--- src/rtl/core/mwd_pkg.sv ---
// ----------------------------------------------------------------------------
// mwd_pkg: shared types and constants of the 3x3 median denoise block
// Pixel packing, window columns, line-store entry and register indexes.
// ----------------------------------------------------------------------------
package mwd_pkg;

  localparam int MaxWidth = 1024;
  localparam int ColW     = $clog2(MaxWidth);
  localparam int RowW     = 11;
  localparam int CfgW     = 11;
  localparam int IdxW     = 2;

  // Register indexes on the configuration port
  localparam logic [IdxW-1:0] RegColorMode   = 2'd0;
  localparam logic [IdxW-1:0] RegFrameWidth  = 2'd1;
  localparam logic [IdxW-1:0] RegFrameHeight = 2'd2;

  // Input commands
  localparam logic CmdPixel = 1'b0;
  localparam logic CmdFlush = 1'b1;

  // {red, green, blue}; in gray mode the sample sits in the low byte
  typedef logic [23:0] pix_t;

  // One window column, three rows
  typedef struct packed {
    pix_t top;
    pix_t mid;
    pix_t bot;
  } column_t;

  // Index 0 is the left column, 2 the right one
  typedef column_t [2:0] window_t;

  // Line-store entry: the two most recent rows at one column
  typedef struct packed {
    pix_t prev1;
    pix_t prev2;
  } line_t;

endpackage

--- src/rtl/core/mwd_median.sv ---
// ----------------------------------------------------------------------------
// mwd_median: per-channel median of a 3x3 window
// Three 19-exchange sorting networks, one for each byte of the packed pixel.
// ----------------------------------------------------------------------------
module mwd_median (
  input  mwd_pkg::window_t win,
  output mwd_pkg::pix_t    med
);

  localparam int Exch = 19;

  // Compare-exchange pairs of the optimal 9-input median network
  localparam logic [3:0] SortLo [Exch] = '{
    4'd1, 4'd4, 4'd7, 4'd0, 4'd3, 4'd6, 4'd1, 4'd4, 4'd7, 4'd0,
    4'd5, 4'd4, 4'd3, 4'd1, 4'd2, 4'd4, 4'd4, 4'd6, 4'd4
  };
  localparam logic [3:0] SortHi [Exch] = '{
    4'd2, 4'd5, 4'd8, 4'd1, 4'd4, 4'd7, 4'd2, 4'd5, 4'd8, 4'd3,
    4'd8, 4'd7, 4'd6, 4'd4, 4'd5, 4'd7, 4'd2, 4'd4, 4'd2
  };

  function automatic logic [7:0] median9(input logic [8:0][7:0] v);
    logic [8:0][7:0] p;
    logic [7:0]      t;
    p = v;
    for (int k = 0; k < Exch; k++) begin
      if (p[SortLo[k]] > p[SortHi[k]]) begin
        t             = p[SortLo[k]];
        p[SortLo[k]]  = p[SortHi[k]];
        p[SortHi[k]]  = t;
      end
    end
    return p[4];
  endfunction

  for (genvar ch = 0; ch < 3; ch++) begin : g_ch
    logic [8:0][7:0] taps;

    always_comb begin
      for (int j = 0; j < 3; j++) begin
        taps[3*j]     = win[j].top[8*ch +: 8];
        taps[3*j + 1] = win[j].mid[8*ch +: 8];
        taps[3*j + 2] = win[j].bot[8*ch +: 8];
      end
    end

    assign med[8*ch +: 8] = median9(taps);
  end

endmodule

--- config.mk ---
export PLATFORM = sky130hd
export DESIGN_NAME = mwd_median
export DESIGN_NICKNAME = d
export VERILOG_FILES = /design/src/rtl/core/mwd_pkg.sv /design/src/rtl/core/mwd_median.sv
export SDC_FILE = /design/constraint.sdc
export NUM_CORES = 1
export LEC_CHECK = 0
export ABC_CLOCK_PERIOD_IN_PS = 31300
export BUFFER_PORTS_ARGS = -buffer_cell sky130_fd_sc_hd__buf_4
export CORE_UTILIZATION = 55
export DETAILED_ROUTE_END_ITERATION = 10
export PLACE_DENSITY_LB_ADDON = 0.12
export SYNTH_ARGS = -nofsm -noshare
export SYNTH_HDL_FRONTEND = slang
export SYNTH_SLANG_ARGS = --single-unit
--- constraint.sdc ---
create_clock -name vclk -period 31.3
set_input_delay 4.695 -clock vclk [all_inputs]
set_output_delay 4.695 -clock vclk [all_outputs]
set_load 0.005 [all_outputs]
==> summary.md <==
| Metric | Value |
|---|---|
| Status | `finished, final reports clean` |
| RSZ-0062 raised after global routing | `false` |
| Syn Area/Cell | `6.91 um2` |
| Synthesized cell area | `between 15,000 and 20,000 um2` |
| FF+latch area | `0 um2` |
| Total Neg Setup Slack | `0 ns` |
| CP Depth | `78` |
| Gpl congestion | `1.01` |
| Total GRT Usage | `between 30% and 40%` |
| Final wirelength | `59,900 um` |
| Clk_buf instances | `0` |
| Synth Instances | `between 2,000 and 3,000` |
| Num rows | `between 60 and 70` |
| Layout cells sized above 1 | `12.3%` |
| Vias | `21,200` |
| Top delay family on crit path | `compound AO/OA/AOI/OAI gates` |
| # fillers | `3,317` |
| Post CTS Setup Buffer Count | `0` |
| CP Launch Type | `primary input` |
| Fmax | `34.5 MHz` |
| DRT iter0 DRCs | `1,424` |
| DRT Pass-1 Iters | `5` |
| Core Box Area | `around 36,000 um2` |
| Tightest Hold Check Type | `in -> out` |
| Seq/Total Area, Yosys | `0%` |
| Drt wl/cell | `17.1 um` |
| Initial Utilization | `56.0%` |
| Die Y | `just under 200 um` |
| Number of global-route vias before repair | `roughly 20,000` |
| Crit-path max FO | `27` |
| Commonest non-fill, non-tap cell in the layout | `ha_1` |
| I/O pin cnt | `240` |
| Delay of the slowest critical-path stage | `0.84 ns` |
| Antenna Violating Nets Remaining | `0` |
| Post-DP HPWL | `52,600 um` |
| Critical path capture point type | `output pin` |
| Critical Path AT | `24.30 ns` |
| Die X-Extent | `just under 200 um` |
| Slew Limit Fails | `0` |
| Vias/cell | `roughly 6.0` |
| Synth warn | `0` |
| CP Buf/Inv Count | `4` |
| Max cap viols | `0` |
| Initial antenna violation count | `6` |
| Setup Viol. Count Final | `0` |
| Critical Path End | `med[1]` |
| Syn Nets | `roughly 3,500` |
| Largest net degree at the start of global routing | `33` |
| Fin. Hold Viols | `0` |
| Area growth syn-to-layout | `10.7%` |
| Post-Route Utilization | `around three fifths` |
| CTS Hold Bufs | `0` |
| Nets | `3,698` |
| First-pass GRT wire length | `95,600 um` |
| CP Launch Point | `win[149]` |
| Post-synth cell types | `96` |
| Most frequent cells in the layout | `ha_1, inv_1, a21oi_1` |
| Worst Max-Slew Pin Slew | `between 1 and 1.5 ns` |
| Port Buffers | `240` |
| CP required | `26.61 ns` |
| CTS resizes | `0` |
| Die area | `roughly 37,000 um2` |
| DR DRC count | `0` |
| Post-route clock period utilization | `92.6%` |
| FF+latch count | `0` |
| Most used cell, CP | `a21oi_1` |
| Max transition margin | `14.2%` |
| Min Clock Period, post-route | `29.00 ns` |
| Setup Crit Path Kind | `in -> out` |
| Worst path slowest cell | `a21oi_1` |
| GRT Residual Overflow | `0` |
==> metal layers <==
layer / global-route usage (%) / up-vias / routed length (um)
li1: - / 10800 / -
met1: 40.1 / 9740 / 26600
met2: 56.1 / 594 / 28200
met3: 3.13 / 85 / 3520
met4: 7.36 / 0 / 1490
met5: 0 / - / 0
==> cell usage after synthesis, drive strengths merged (3+ instances only) <==
| cell type | instances | share of area [%] |
|---|---|---|
| or3 | 6 | 0.19 |
| o211a | 3 | 0.15 |
| a32oi | 3 | 0.13 |
| mux2i | 256 | 13 |
| clkbuf | 76 | 1.4 |
| o21bai | 6 | 0.23 |
| mux2 | 74 | 4.2 |
| a21oi | 288 | 7.3 |
| and3 | 29 | 0.91 |
| ha | 441 | 28 |
| nand3b | 4 | 0.15 |
| and2 | 25 | 0.79 |
| a21boi | 5 | 0.19 |
| o22ai | 14 | 0.44 |
| o21a | 79 | 3.0 |
| a221oi | 4 | 0.26 |
| and4 | 9 | 0.40 |
| o41ai | 3 | 0.13 |
| a221o | 3 | 0.15 |
| a211oi | 18 | 0.70 |
| a21o | 104 | 3.9 |
| nand3 | 83 | 2.1 |
| xor2 | 3 | 0.17 |
| o211ai | 16 | 0.60 |
| a211o | 8 | 0.35 |
| a31oi | 14 | 0.55 |
| buf | 21 | 0.55 |
| xnor2 | 3 | 0.13 |
| a22oi | 3 | 0.11 |
| nor3 | 18 | 0.45 |
| nor2b | 56 | 1.8 |
| maj3 | 5 | 0.26 |
| o2111ai | 4 | 0.18 |
| nand2b | 40 | 1.3 |
| o31ai | 10 | 0.52 |
| o221ai | 3 | 0.16 |
| o21ai | 261 | 6.6 |
| a311oi | 3 | 0.25 |
| nor2 | 246 | 4.6 |
| or2 | 11 | 0.35 |
| o311ai | 4 | 0.26 |
| inv | 328 | 6.2 |
| a31o | 3 | 0.13 |
| nand4 | 49 | 1.5 |
| nand2 | 205 | 3.9 |
==> final cells by class <==
| cell class | count | area, um2 | share of cell area [%] |
|---|---|---|---|
| multi-input cells | 2457 | 18300 | 83.1 |
| repair buffers | 253 | 1900 | 8.62 |
| well taps | 461 | 577 | 2.62 |
| inverters | 329 | 1230 | 5.60 |
| diodes | 6 | 15.0 | 0.0681 |
==> worst min-delay path: cells and delay by family <==
| family | cells | cell delay, ns |
|---|---|---|
| mux | 2 | 0.30 |
| buf+inv | 2 | 0.20 |
| compound gates | 2 | 0.25 |
| simple gates | 1 | 0.05 |
==> metrics by stage <==
step	worst slack [ns]	cells	cell area (um2)	hold WS, ns
after floorplan	6.10	2883	19900	9.84
after global placement	3.41	3500	22000	10.19
after detailed placement	2.58	3500	22000	10.20
after CTS	2.57	3500	22000	10.20
after global routing	0.494	3504	22000	10.29
final	2.30	3506	22000	10.20
==> cell families after synthesis <==
family | share of synthesized area [%]
AND/OR/NAND/NOR | 18.9
multiplexers | 17.1
AO/OA/AOI/OAI | 27.5
XOR/XNOR | 0.302
buffers and inverters | 8.19
adder cells (fa/ha/maj) | 28.0
==> worst min-delay path by stage <==
stage                         from      end  slack, ns  cells past startpoint
after floorplan           win[215]  med[23]       9.84                      4
after global placement    win[200]   med[8]      10.19                      7
after detailed placement  win[200]   med[8]      10.20                      7
after CTS                 win[200]   med[8]      10.20                      7
after global routing      win[200]   med[8]      10.29                      7
final                     win[200]   med[8]      10.20                      7
Power is left out: the tool's default activity adds up to more than one toggle a clock period on the data nets, which glitch-free logic cannot reach.
